[config.mk]
export PLATFORM = sky130hd
export DESIGN_NAME = bounded_dedup_key_set
export DESIGN_NICKNAME = d
export VERILOG_FILES = /design/src/design/dks_pkg.sv /design/src/design/dks_ram.sv /design/src/design/dks_match.sv /design/src/design/dks_ctrl.sv /design/src/design/bounded_dedup_key_set.sv
export SDC_FILE = /design/constraint.sdc
export NUM_CORES = 1
export LEC_CHECK = 0
export BUFFER_PORTS_ARGS = -buffer_cell sky130_fd_sc_hd__buf_2
export CAP_MARGIN = 30
export CORE_AREA = 2 2 374 376
export DETAILED_ROUTE_END_ITERATION = 6
export DIE_AREA = 0 0 376 378
export PLACE_DENSITY = 0.6
export REMOVE_ABC_BUFFERS = 1
export SYNTH_ARGS = -nofsm -noshare
export SYNTH_HDL_FRONTEND = slang
export SYNTH_SLANG_ARGS = --single-unit
[constraint.sdc]
create_clock -name aclk -period 9.6 [get_ports aclk]
set_input_delay 0.48 -clock aclk [delete_from_list [all_inputs] [get_ports aclk]]
set_output_delay 0.48 -clock aclk [all_outputs]
set_load 0.005 [all_outputs]
[src/design/dks_pkg.sv]
// ----------------------------------------------------------------------------
// dks_pkg
// Shared constants, codes and control structs for the bounded key set.
// ----------------------------------------------------------------------------
`default_nettype none

package dks_pkg;

    // Set geometry
    localparam int MAX_ENTRIES = 16;
    localparam int KEY_BYTES   = 8;
    localparam int ADDR_W      = (MAX_ENTRIES > 1) ? $clog2(MAX_ENTRIES) : 1;

    // Field widths
    localparam int REQ_W   = 2;
    localparam int KEY_W   = 64;
    localparam int IDX_W   = 4;
    localparam int STAT_W  = 2;
    localparam int CNT_W   = 5;

    // Stream widths (rounded up to whole bytes)
    localparam int S_TDATA_W = 72;
    localparam int M_TDATA_W = 72;

    // Request codes
    typedef enum logic [REQ_W-1:0] {
        REQ_INSERT = 2'd0,
        REQ_LOOKUP = 2'd1,
        REQ_CLEAR  = 2'd2,
        REQ_READ   = 2'd3
    } req_t;

    // Status codes
    typedef enum logic [STAT_W-1:0] {
        ST_OK      = 2'd0,
        ST_PRESENT = 2'd1,
        ST_FULL    = 2'd2,
        ST_RANGE   = 2'd3
    } status_t;

    // Sequencer states
    typedef enum logic [2:0] {
        S_IDLE,
        S_SCAN,
        S_DRAIN,
        S_RD,
        S_FINISH
    } state_t;

    // Sequencer to compare unit
    typedef struct packed {
        logic start;
        logic cmp_en;
    } mctl_t;

    // Sequencer to output stage
    typedef struct packed {
        logic             load;
        status_t          status;
        logic             found;
        logic             sel_data;
        logic [CNT_W-1:0] count;
    } resp_t;

endpackage

`default_nettype wire

[src/design/dks_ram.sv]
// ----------------------------------------------------------------------------
// dks_ram
// Generic simple dual-port RAM: one write port, one registered read port.
// ----------------------------------------------------------------------------
`default_nettype none

module dks_ram #(
    parameter int WIDTH = 64,
    parameter int DEPTH = 16
) (
    input  wire logic                                     aclk,
    input  wire logic                                     wr_en,
    input  wire logic [((DEPTH > 1) ? $clog2(DEPTH) : 1)-1:0] wr_addr,
    input  wire logic [WIDTH-1:0]                         wr_data,
    input  wire logic                                     rd_en,
    input  wire logic [((DEPTH > 1) ? $clog2(DEPTH) : 1)-1:0] rd_addr,
    output logic      [WIDTH-1:0]                         rd_data
);

    logic [WIDTH-1:0] mem_reg [DEPTH];

    // Write port
    always_ff @(posedge aclk) begin
        if (wr_en) begin
            mem_reg[wr_addr] <= wr_data;
        end
    end

    // Registered read port
    always_ff @(posedge aclk) begin
        if (rd_en) begin
            rd_data <= mem_reg[rd_addr];
        end
    end

endmodule

`default_nettype wire

[src/design/dks_match.sv]
// ----------------------------------------------------------------------------
// dks_match
// Shared key compare unit: holds the request key and accumulates a hit over
// the entries streamed out of the store, one per cycle.
// ----------------------------------------------------------------------------
`default_nettype none

module dks_match #(
    parameter int KEY_W = 64
) (
    input  wire logic             aclk,
    input  wire logic             aresetn,
    input  wire dks_pkg::mctl_t   mctl,
    input  wire logic [KEY_W-1:0] key_in,
    input  wire logic [KEY_W-1:0] rd_data,
    output logic                  hit,
    output logic      [KEY_W-1:0] key_q
);

    logic [KEY_W-1:0] key_reg;
    logic             hit_reg;
    logic             hit_next;

    // Key capture on a new request
    always_ff @(posedge aclk) begin
        if (mctl.start) begin
            key_reg <= key_in;
        end
    end

    // Hit accumulation
    always_comb begin
        hit_next = hit_reg;
        if (mctl.start) begin
            hit_next = 1'b0;
        end else if (mctl.cmp_en && (rd_data == key_reg)) begin
            hit_next = 1'b1;
        end
    end

    always_ff @(posedge aclk) begin
        if (!aresetn) begin
            hit_reg <= 1'b0;
        end else begin
            hit_reg <= hit_next;
        end
    end

    assign hit   = hit_reg;
    assign key_q = key_reg;

    // A new request always starts with a clear hit
    a_hit_cleared: assert property (@(posedge aclk) disable iff (!aresetn)
        mctl.start |=> !hit_reg)
        else $error("hit not cleared at request start");

endmodule

`default_nettype wire

[src/design/dks_ctrl.sv]
// ----------------------------------------------------------------------------
// dks_ctrl
// Request sequencer: walks the stored entries through the compare unit,
// handles reads, clears and appends, and keeps the entry count.
// ----------------------------------------------------------------------------
`default_nettype none

module dks_ctrl (
    input  wire logic                         aclk,
    input  wire logic                         aresetn,
    // request side
    input  wire logic                         s_fire,
    input  wire dks_pkg::req_t                req_in,
    input  wire logic [dks_pkg::IDX_W-1:0]    idx_in,
    input  wire logic                         key_zero_in,
    output logic                              s_ready,
    // compare unit
    output dks_pkg::mctl_t                    mctl,
    input  wire logic                         hit,
    // store control
    output logic                              wr_en,
    output logic      [dks_pkg::ADDR_W-1:0]   wr_addr,
    output logic                              rd_en,
    output logic      [dks_pkg::ADDR_W-1:0]   rd_addr,
    // output stage
    input  wire logic                         out_free,
    output dks_pkg::resp_t                    resp
);

    dks_pkg::state_t                state_reg, state_next;
    dks_pkg::req_t                  req_reg;
    logic [dks_pkg::IDX_W-1:0]      idx_reg;
    logic [dks_pkg::ADDR_W-1:0]     ptr_reg, ptr_next;
    logic [dks_pkg::CNT_W-1:0]      count_reg, count_next, count_after;
    logic                           cmp_pend_reg;
    logic                           scan_last;
    logic                           full;
    logic                           in_range_req;
    logic                           idx_in_range;
    logic                           finish_go;
    logic                           do_append;
    dks_pkg::status_t               status_c;

    // Scan progress and range checks
    assign scan_last    = ((dks_pkg::CNT_W'(ptr_reg) + dks_pkg::CNT_W'(1)) == count_reg);
    assign full         = (count_reg >= dks_pkg::CNT_W'(dks_pkg::MAX_ENTRIES));
    assign in_range_req = (dks_pkg::CNT_W'(idx_in) < count_reg);
    assign idx_in_range = (dks_pkg::CNT_W'(idx_reg) < count_reg);
    assign finish_go    = (state_reg == dks_pkg::S_FINISH) && out_free;
    assign do_append    = finish_go && (req_reg == dks_pkg::REQ_INSERT) && !full && !hit;

    // Next state
    always_comb begin
        state_next = state_reg;
        unique case (state_reg)
            dks_pkg::S_IDLE: begin
                if (s_fire) begin
                    unique case (req_in)
                        dks_pkg::REQ_INSERT, dks_pkg::REQ_LOOKUP: begin
                            if (key_zero_in || (count_reg == '0)) begin
                                state_next = dks_pkg::S_FINISH;
                            end else begin
                                state_next = dks_pkg::S_SCAN;
                            end
                        end
                        dks_pkg::REQ_CLEAR: begin
                            state_next = dks_pkg::S_FINISH;
                        end
                        dks_pkg::REQ_READ: begin
                            state_next = in_range_req ? dks_pkg::S_RD : dks_pkg::S_FINISH;
                        end
                        default: begin
                            state_next = dks_pkg::S_FINISH;
                        end
                    endcase
                end
            end
            dks_pkg::S_SCAN: begin
                if (scan_last) begin
                    state_next = dks_pkg::S_DRAIN;
                end
            end
            dks_pkg::S_DRAIN: begin
                state_next = dks_pkg::S_FINISH;
            end
            dks_pkg::S_RD: begin
                state_next = dks_pkg::S_FINISH;
            end
            dks_pkg::S_FINISH: begin
                if (out_free) begin
                    state_next = dks_pkg::S_IDLE;
                end
            end
            default: begin
                state_next = dks_pkg::S_IDLE;
            end
        endcase
    end

    // Scan pointer
    always_comb begin
        ptr_next = ptr_reg;
        if (s_fire) begin
            ptr_next = '0;
        end else if (state_reg == dks_pkg::S_SCAN) begin
            ptr_next = ptr_reg + dks_pkg::ADDR_W'(1);
        end
    end

    // Result status
    always_comb begin
        status_c = dks_pkg::ST_OK;
        unique case (req_reg)
            dks_pkg::REQ_INSERT: begin
                if (full) begin
                    status_c = dks_pkg::ST_FULL;
                end else if (hit) begin
                    status_c = dks_pkg::ST_PRESENT;
                end
            end
            dks_pkg::REQ_READ: begin
                if (!idx_in_range) begin
                    status_c = dks_pkg::ST_RANGE;
                end
            end
            default: begin
                status_c = dks_pkg::ST_OK;
            end
        endcase
    end

    // Entry count
    always_comb begin
        count_after = count_reg;
        if (req_reg == dks_pkg::REQ_CLEAR) begin
            count_after = '0;
        end else if (do_append) begin
            count_after = count_reg + dks_pkg::CNT_W'(1);
        end
        count_next = finish_go ? count_after : count_reg;
    end

    // Outputs
    always_comb begin
        s_ready       = (state_reg == dks_pkg::S_IDLE);
        mctl.start    = s_fire;
        mctl.cmp_en   = cmp_pend_reg;
        rd_en         = (state_reg == dks_pkg::S_SCAN) || (state_reg == dks_pkg::S_RD);
        rd_addr       = (state_reg == dks_pkg::S_SCAN) ? ptr_reg
                                                        : dks_pkg::ADDR_W'(idx_reg);
        wr_en         = do_append;
        wr_addr       = count_reg[dks_pkg::ADDR_W-1:0];
        resp.load     = finish_go;
        resp.status   = status_c;
        resp.found    = hit;
        resp.sel_data = (req_reg == dks_pkg::REQ_READ) && idx_in_range;
        resp.count    = count_after;
    end

    // Request capture
    always_ff @(posedge aclk) begin
        if (s_fire) begin
            req_reg <= req_in;
            idx_reg <= idx_in;
        end
    end

    // Control registers
    always_ff @(posedge aclk) begin
        if (!aresetn) begin
            state_reg    <= dks_pkg::S_IDLE;
            ptr_reg      <= '0;
            count_reg    <= '0;
            cmp_pend_reg <= 1'b0;
        end else begin
            state_reg    <= state_next;
            ptr_reg      <= ptr_next;
            count_reg    <= count_next;
            cmp_pend_reg <= (state_reg == dks_pkg::S_SCAN);
        end
    end

    // Count stays within the set size
    a_count_bound: assert property (@(posedge aclk) disable iff (!aresetn)
        count_reg <= dks_pkg::CNT_W'(dks_pkg::MAX_ENTRIES))
        else $error("entry count above set size");

    // An append grows the count by exactly one
    a_append_count: assert property (@(posedge aclk) disable iff (!aresetn)
        wr_en |=> (count_reg == $past(count_reg) + dks_pkg::CNT_W'(1)))
        else $error("append did not bump the count");

    // The scan only touches stored entries
    a_scan_bound: assert property (@(posedge aclk) disable iff (!aresetn)
        (state_reg == dks_pkg::S_SCAN) |-> (dks_pkg::CNT_W'(ptr_reg) < count_reg))
        else $error("scan pointer past the count");

endmodule

`default_nettype wire

[src/design/bounded_dedup_key_set.sv]
// ----------------------------------------------------------------------------
// bounded_dedup_key_set
// Bounded insertion-ordered key set with duplicate check, lookup, clear and
// indexed read, built around one shared key comparator.
// ----------------------------------------------------------------------------
// Usage:
//   Requests arrive as beats on the s_ channel; each yields exactly one
//   result beat on the m_ channel (status, found, entry count, entry data).
//   Insert and lookup walk the stored entries through the single comparator,
//   one entry per cycle from the store's read port. With entries stored (and
//   a key whose first byte is non-zero) the scan is followed by a drain step
//   for the last compare, then the result register loads; the next beat is
//   accepted only once the sequencer is back in idle, after that load.
//   Clear, out-of-range read, and insert/lookup on an empty set or with a
//   zero-first-byte key go straight to the result load; an in-range read
//   passes through a read step first. s_tready is high only while the
//   sequencer is idle, so one request is in flight at a time.
//   The result sits in an output register; the next request may be accepted
//   while it waits. If the receiver stalls, the following request finishes
//   its work and then holds until the register is free.
//   Reset empties the set (count zero) and drops any pending result; the
//   entry store itself is not cleared and needs no clearing pass.
// ----------------------------------------------------------------------------
`default_nettype none

module bounded_dedup_key_set #(
    parameter int KEY_BYTES = dks_pkg::KEY_BYTES
) (
    input  wire logic                            aclk,
    input  wire logic                            aresetn,
    // request: req_type[1:0], key[65:2], index[69:66], zero pad
    input  wire logic                            s_tvalid,
    output logic                                 s_tready,
    input  wire logic [dks_pkg::S_TDATA_W-1:0]   s_tdata,
    // result: status[1:0], found[2], entry_count[7:3], entry_data[71:8]
    output logic                                 m_tvalid,
    input  wire logic                            m_tready,
    output logic      [dks_pkg::M_TDATA_W-1:0]   m_tdata
);

    localparam int KW = 8 * KEY_BYTES;

    logic                              s_fire;
    dks_pkg::req_t                     s_req;
    logic [dks_pkg::KEY_W-1:0]         s_key;
    logic [dks_pkg::IDX_W-1:0]         s_idx;
    logic [KW-1:0]                     key_in;

    dks_pkg::mctl_t                    mctl;
    dks_pkg::resp_t                    resp;
    logic                              hit;
    logic [KW-1:0]                     key_q;
    logic [KW-1:0]                     rd_data;
    logic                              wr_en;
    logic                              rd_en;
    logic [dks_pkg::ADDR_W-1:0]        wr_addr;
    logic [dks_pkg::ADDR_W-1:0]        rd_addr;
    logic                              out_free;

    logic                              m_valid_reg;
    dks_pkg::status_t                  m_status_reg;
    logic                              m_found_reg;
    logic [dks_pkg::CNT_W-1:0]         m_count_reg;
    logic [dks_pkg::KEY_W-1:0]         m_data_reg;

    // Request unpacking; only the low KEY_BYTES bytes of the key count
    assign s_req  = dks_pkg::req_t'(s_tdata[1:0]);
    assign s_key  = s_tdata[65:2];
    assign s_idx  = s_tdata[69:66];
    assign key_in = s_key[KW-1:0];
    assign s_fire = s_tvalid && s_tready;

    // Sequencer
    dks_ctrl u_ctrl (
        .aclk        (aclk),
        .aresetn     (aresetn),
        .s_fire      (s_fire),
        .req_in      (s_req),
        .idx_in      (s_idx),
        .key_zero_in (key_in[7:0] == 8'd0),
        .s_ready     (s_tready),
        .mctl        (mctl),
        .hit         (hit),
        .wr_en       (wr_en),
        .wr_addr     (wr_addr),
        .rd_en       (rd_en),
        .rd_addr     (rd_addr),
        .out_free    (out_free),
        .resp        (resp)
    );

    // Shared comparator
    dks_match #(
        .KEY_W (KW)
    ) u_match (
        .aclk    (aclk),
        .aresetn (aresetn),
        .mctl    (mctl),
        .key_in  (key_in),
        .rd_data (rd_data),
        .hit     (hit),
        .key_q   (key_q)
    );

    // Entry store
    dks_ram #(
        .WIDTH (KW),
        .DEPTH (dks_pkg::MAX_ENTRIES)
    ) u_store (
        .aclk    (aclk),
        .wr_en   (wr_en),
        .wr_addr (wr_addr),
        .wr_data (key_q),
        .rd_en   (rd_en),
        .rd_addr (rd_addr),
        .rd_data (rd_data)
    );

    // Result register
    assign out_free = !m_valid_reg || m_tready;

    always_ff @(posedge aclk) begin
        if (!aresetn) begin
            m_valid_reg <= 1'b0;
        end else if (resp.load) begin
            m_valid_reg <= 1'b1;
        end else if (m_tready) begin
            m_valid_reg <= 1'b0;
        end
    end

    always_ff @(posedge aclk) begin
        if (resp.load) begin
            m_status_reg <= resp.status;
            m_found_reg  <= resp.found;
            m_count_reg  <= resp.count;
            m_data_reg   <= resp.sel_data ? dks_pkg::KEY_W'(rd_data) : '0;
        end
    end

    assign m_tvalid = m_valid_reg;
    assign m_tdata  = {m_data_reg, m_count_reg, m_found_reg, m_status_reg};

    // A finished result never overwrites one still waiting
    a_no_overwrite: assert property (@(posedge aclk) disable iff (!aresetn)
        (m_valid_reg && !m_tready) |-> !resp.load)
        else $error("result overwritten while stalled");

endmodule

`default_nettype wire

Yosys cells after proc, flatten, opt, wreduce, memory -nomap -nowiden
Memory sizes are Yosys's and may differ from the RTL's. A register that Yosys moved wholly into a read port is not among the register bits.
Cells that the tools add are included.

cells by class
  reductions and logical operators = 23
  magnitude comparators = 3
  equality and inequality tests = 14
  bitwise gates (word level) = 1
  muxes and demuxes = 18
  $add $sub $neg = 3

operators with widths
  kind                                                                   number
  64-bit equality test                                                   1
  3-bit two-way mux                                                      5
  3-bit one-hot mux with 4 select lines                                  1
  4-bit by 5-bit less-than comparator with 1-bit output                  2
  5-bit two-way mux                                                      2
  3-bit one-hot mux with 3 select lines                                  1
  2-bit equality test, second input constant                             4
  8-bit logical NOT                                                      1
  1-bit logical AND                                                      7
  3-bit by 2-bit equality test with 1-bit output, second input constant  2
  2-bit by 1-bit != test with 1-bit output, second input constant        3
  2-bit OR reduction                                                     3
  4-bit by 1-bit adder with 5-bit output, second input constant          1
  5-bit by 1-bit adder with 5-bit output, second input constant          1
  5-bit equality test                                                    1
  5-bit >= comparator, second input constant                             1
  5-bit logical NOT                                                      1
  1-bit two-way mux                                                      5
  4-bit by 1-bit adder with 4-bit output, second input constant          1
  2-bit logical NOT                                                      2
  2-bit two-way mux                                                      2
  4-bit two-way mux                                                      1
  2-bit one-hot mux with 2 select lines                                  1
  3-bit by 1-bit equality test with 1-bit output, second input constant  1
  other kinds (8)                                                        12

storage, ports and cells
  logic and storage cells = 76
  bits in registers = 157
  input bits = 76
  bits in writable memories = 1024
  output and inout port bits = 74
  memories kept = 1

memories
  memory           depth  bits a word  rd ports  clocked after memory_dff  wr ports  RTL line       RTL
  u_store.mem_reg  16     64           1         1                         1         dks_ram.sv:20  logic [WIDTH-1:0] mem_reg [DEPTH];

Logic depth before layout (Yosys ltp)
  depth after elaboration = 8
  depth in mapped cells = 10
  depth with buffers taken out = 8

Cells and area by module
Synthesis repeated with hierarchy kept, for this count alone.

unflattened totals
  cell total of the unflattened synthesis = 2118
  area total of the unflattened synthesis = 46955.0 sq um

modules (own cells, without submodules)
  module                 sequential area each (sq um)  area an instance (sq um)  instances  cells each
  dks_ram                32671.3                       40222.3                   1          1647
  dks_match              1941.9                        2681.3                    1          164
  bounded_dedup_key_set  2182.1                        2655.0                    1          151
  dks_ctrl               440.4                         1396.3                    1          156

Least setup slack after synthesis
No wires, ideal clock.

  path kind = register -> register
  from = reg u_ctrl.state_reg[2]
  to = mem u_store.mem_reg[3][0], enable pin
  slack = 2.953 ns
  library setup time = 0.564 ns
  buffers on the path = 1
  cell stages (with the launch flop) = 6
  data arrival time = 6.082 ns
  cells stage by stage = dfxtp_1 buf_2 or3b_2 nor4_2 nand2_1 nor3_1

between the ends
  word-level cells in the longest chain between the ends = 7

RTL lines
  element                                  RTL line         RTL
  start, declared                          dks_ctrl.sv:30   dks_pkg::state_t state_reg, state_next;
  start signal, assigned                   dks_ctrl.sv:171  state_reg <= dks_pkg::S_IDLE;
  start signal, assigned                   dks_ctrl.sv:176  state_reg <= state_next;
  3-bit equality test                      dks_ctrl.sv:49   assign finish_go = (state_reg == dks_pkg::S_FINISH) && out_free;
  1-bit logical AND                        dks_ctrl.sv:49
  1-bit logical AND (3 in a row)           dks_ctrl.sv:50   assign do_append = finish_go && (req_reg == dks_pkg::REQ_INSERT) && !full && !hit;
  1-bit two-way mux                        dks_ram.sv:24    if (wr_en) begin
  1-bit two-way mux (implied by the code)  dks_ram.sv:25    mem_reg[wr_addr] <= wr_data;
  end, declared                            dks_ram.sv:20

Every way passes these cells.

Final worst setup path
  from = reg u_ctrl.state_reg[0]
  to = reg u_store.rd_data[32] (read register of u_store.mem_reg), data pin

between the ends
  word-level cells in the longest chain between the ends = 2
  elaborated cells on any way between the ends = 4
  those cells by class = 2 x eq/ne; 1 x mux; 1 x reduce/logical

RTL lines
  element                                                                                                           RTL line                          RTL
  3-bit by 1-bit equality test with 1-bit output or 3-bit by 2-bit equality test with 1-bit output (tied branches)  dks_ctrl.sv:148, dks_ctrl.sv:149
  4-bit two-way mux or 1-bit logical OR (tied branches)                                                             dks_ctrl.sv:149, dks_ctrl.sv:148
  end, declared                                                                                                     dks_ram.sv:17                     output logic [WIDTH-1:0] rd_data

Several ways; a longest one is shown, not always the timed one.
A chain may end at the register's enable or synchronous reset.

==> impl_metrics.toml <==
[clock_tree]
cts_max_level = 4
post_cts_buffers = 0
cts.sinks = 1245
cts_tree = "done"
clkTransAtPathRegs_ns = 0.06
cts.path.max_buffers = 3
cts-resized-gates = 0
numCtsBuffers = 135
root_buffer = "clkbuf_16"
clk_latency_ns = 0.76

[critical_path]
max_stage_delay_ns = 0.83
worstPathRequired_ns = 10.07
cpMaxStageDelayCell = "buf_4"
worstSetupPathType = "flip-flop to flip-flop"
r2r_setup_slack_ns = 4.97
worstSetupStartpointType = "flip-flop"
worst_path_most_repeated_cell = "buf_4"
end_kind = "flip-flop"
cp_max_fo = 50
cp.arrival_ns = 5.10
path_cells = "or3b_4 -> mux2_4 -> buf_4 -> a21o_4 -> buf_4 -> a21oi_1 -> or4_1 -> a221o_1"
cpLargestDelayFamily = "buffers and inverters"
critPathBufInv = 2

[die]
coreArea_um2 = 139000
rows = 137
die_area_um2 = 142000
start_util_pct = 34.7
die_h_um = 378
die_w_um = 376
io_pins = 150

[detailed_routing]
wl_met2_um = 59700
top_layer_used = "met5"
dr_wl_met3_um = 8650
drtIter0Drc = 2687
antenna_left = 0
vias = 27800
drc = 0
route.layer.met1.wl_um = 52600
drt-vias-per-instance = 5.18
first_pass_iters = 5
totalWireLength_um = 125000
routedWlPerCell_um = 23.4

[place]
gp_congestion = 0.759
dpl_cell_area_um2 = 51000
io_buffers = 147
pre_cts_slack_ns = 4.97
hpwl_um = 64600

[grt]
grt_pass1_wl_um = 180000
grt_start_max_net_pins = 178
antenna_found_initial = 7
grt_overflow = 0
grt_pass1_vias = 26900
grt_use_total_pct = 17.3

[finish]
design_area_um2 = 56000
area_growth_pct = 16.6
n_antenna_cell = 0
largest_register_ffs = 1024
postLayoutCoreUtil_pct = 40.4
drive_gt1_share_pct = 12.0
fin_nets = 3546

[power]
power_switching_mw = 2.83
p_leak_nw = 19.4
ir_drop_v = 0.000141
combPwrFrac_pct = 7.1
finalPower_mw = 12.1
clkPwrFrac_pct = 41.0
power.internal_mw = 9.28
p_seq_share_pct = 51.9
powerDensity_nw_per_um2 = 216
switching_share_pct = 23.3

[sta]
rsz0062_at_grt = "false"
min_period_over_period_pct = 48.2
fin_worst_skew_ns = 0.0372
max_freq_mhz = 216
fin_crit_ns = 4.63
whs_ns = 0.0373
maxSlewHeadroom_pct = 25.1
worst_slew_pin_slew_ns = 1.12
finalHoldViolations = 0
slew_violations = 0
setup_violations = 0
setup_slack_ns = 4.97

[yosys]
yosys_warnings = 0
synthArstFlopShare_pct = 0
synth_ff_type = "edfxtp_1"
synth_cell_types = 52
yosys_register_bits = 1245
yosysTopAreaCell = "edfxtp_1"
avgSynthCellArea_um2 = 14.9
yosysTopAreaCellShare_pct = 76.9
synthCells = 3222
synth-edff-count = 1230
syn_area_um2 = 48000
yosysSeqAreaShare_pct = 77.5
synth_area_leaders = "edfxtp_1 77%, nand2_1 6.2%, mux2i_1 2.8%"

[hold_path]
hold_class = "input port to flip-flop"

[job]
drv_cap = 0

[status]
run_status = "completed"
[cell usage after synthesis, drive strengths merged, types with 14 or more instances]
library cell	n
and2	66
inv	24
ha	14
nand2	796
nor2	29
a21oi	262
dfxtp	15
clkbuf	121
edfxtp	1230
mux2i	132
a221o	64
o22ai	69
or4	65
a31oi	64
nor4	19
xor2	43
buf	59
xnor2	18
and3	64
[area by class of cell]
class | count | area [µm²]
clock inverter | 75 | 696
sequential | 1245 | 37200
timing repair buffer | 277 | 2110
tap | 1807 | 2260
multi-input combinational | 1773 | 10100
clock buffer | 164 | 3510
inverter | 24 | 92.6
fill | 12500 | 82500
[per-layer routing]
metal  track usage (%)  up-vias
li1                  -    12500
met1              22.9    14000
met2              28.1     1024
met3              3.29      267
met4              6.91        4
met5                 0        -
[metrics by stage]
stage / TNS (ns) / std cells
final: 0 / 5365
after global routing: 0 / 5365
after global placement: 0 / 5046
after floorplan: -384.18 / 3042
after detailed placement: 0 / 5055
after CTS: 0 / 5361
[what timing repair did]
item,CTS,global route
setup endpoints to repair,0,0
endpoints found under the hold margin,67,0
hold buffers,67,0
[cells by family after synthesis]
group / count (synthesis) / synth area share [%]
compound gates: 488 / 6.30
xor+xnor: 61 / 1.11
fa+ha+maj: 15 / 0.386
buf+inv: 204 / 1.94
flops: 1245 / 77.5
mux: 134 / 2.81
simple gates: 1075 / 9.90
[cells in the final DEF (no fill, tap or decap), types with 15 or more instances in the layout]
cell type / count
clkbuf_1: 28
nor4_1: 17
buf_4: 48
buf_2: 147
nand2_1: 792
and3_1: 64
and2_1: 66
o22ai_1: 69
edfxtp_1: 1230
dlygate4sd3_1: 67
a31oi_1: 64
a21oi_1: 262
a221o_1: 64
xnor2_1: 18
mux2i_1: 130
inv_1: 23
nor2_1: 15
or4_1: 65
clkbuf_16: 136
xor2_1: 43
clkinv_1: 32
dfxtp_1: 15
[final timing paths]
kind	startpoint	to	cells after the start
setup / recovery	u_ctrl.state_reg[0]$_SDFFE_PN0P_	u_store.rd_data[32]$_DFFE_PP_	8
hold / removal	s_tdata[26]	u_match.key_q[24]$_DFFE_PP_	1
setup reg to reg	u_ctrl.state_reg[0]$_SDFFE_PN0P_	u_store.rd_data[32]$_DFFE_PP_	8
hold reg to reg	u_ctrl.ptr_reg[1]$_SDFFE_PP0P_	u_ctrl.ptr_reg[1]$_SDFFE_PP0P_	2
[power groups by stage]
stage / Combinational, mW / Sequential [mW] / Clock, mW
after floorplan: 0.634 / 6.35 / 0
after global placement: 0.833 / 6.40 / 0
after detailed placement: 0.848 / 6.40 / 0
after global routing: 0.944 / 6.30 / 5.26
after CTS: 0.872 / 6.29 / 5.05
final: 0.864 / 6.29 / 4.96
[worst register-to-register path: cells and delay by family (launching register included)]
family                 cells  cell delay, ns
buffers and inverters      2            1.50
AND/OR/NAND/NOR            2            1.06
AO/OA/AOI/OAI              3            0.87
multiplexers               1            0.49
flip-flops                 1            0.45
(Power assumes the default switching activity.)
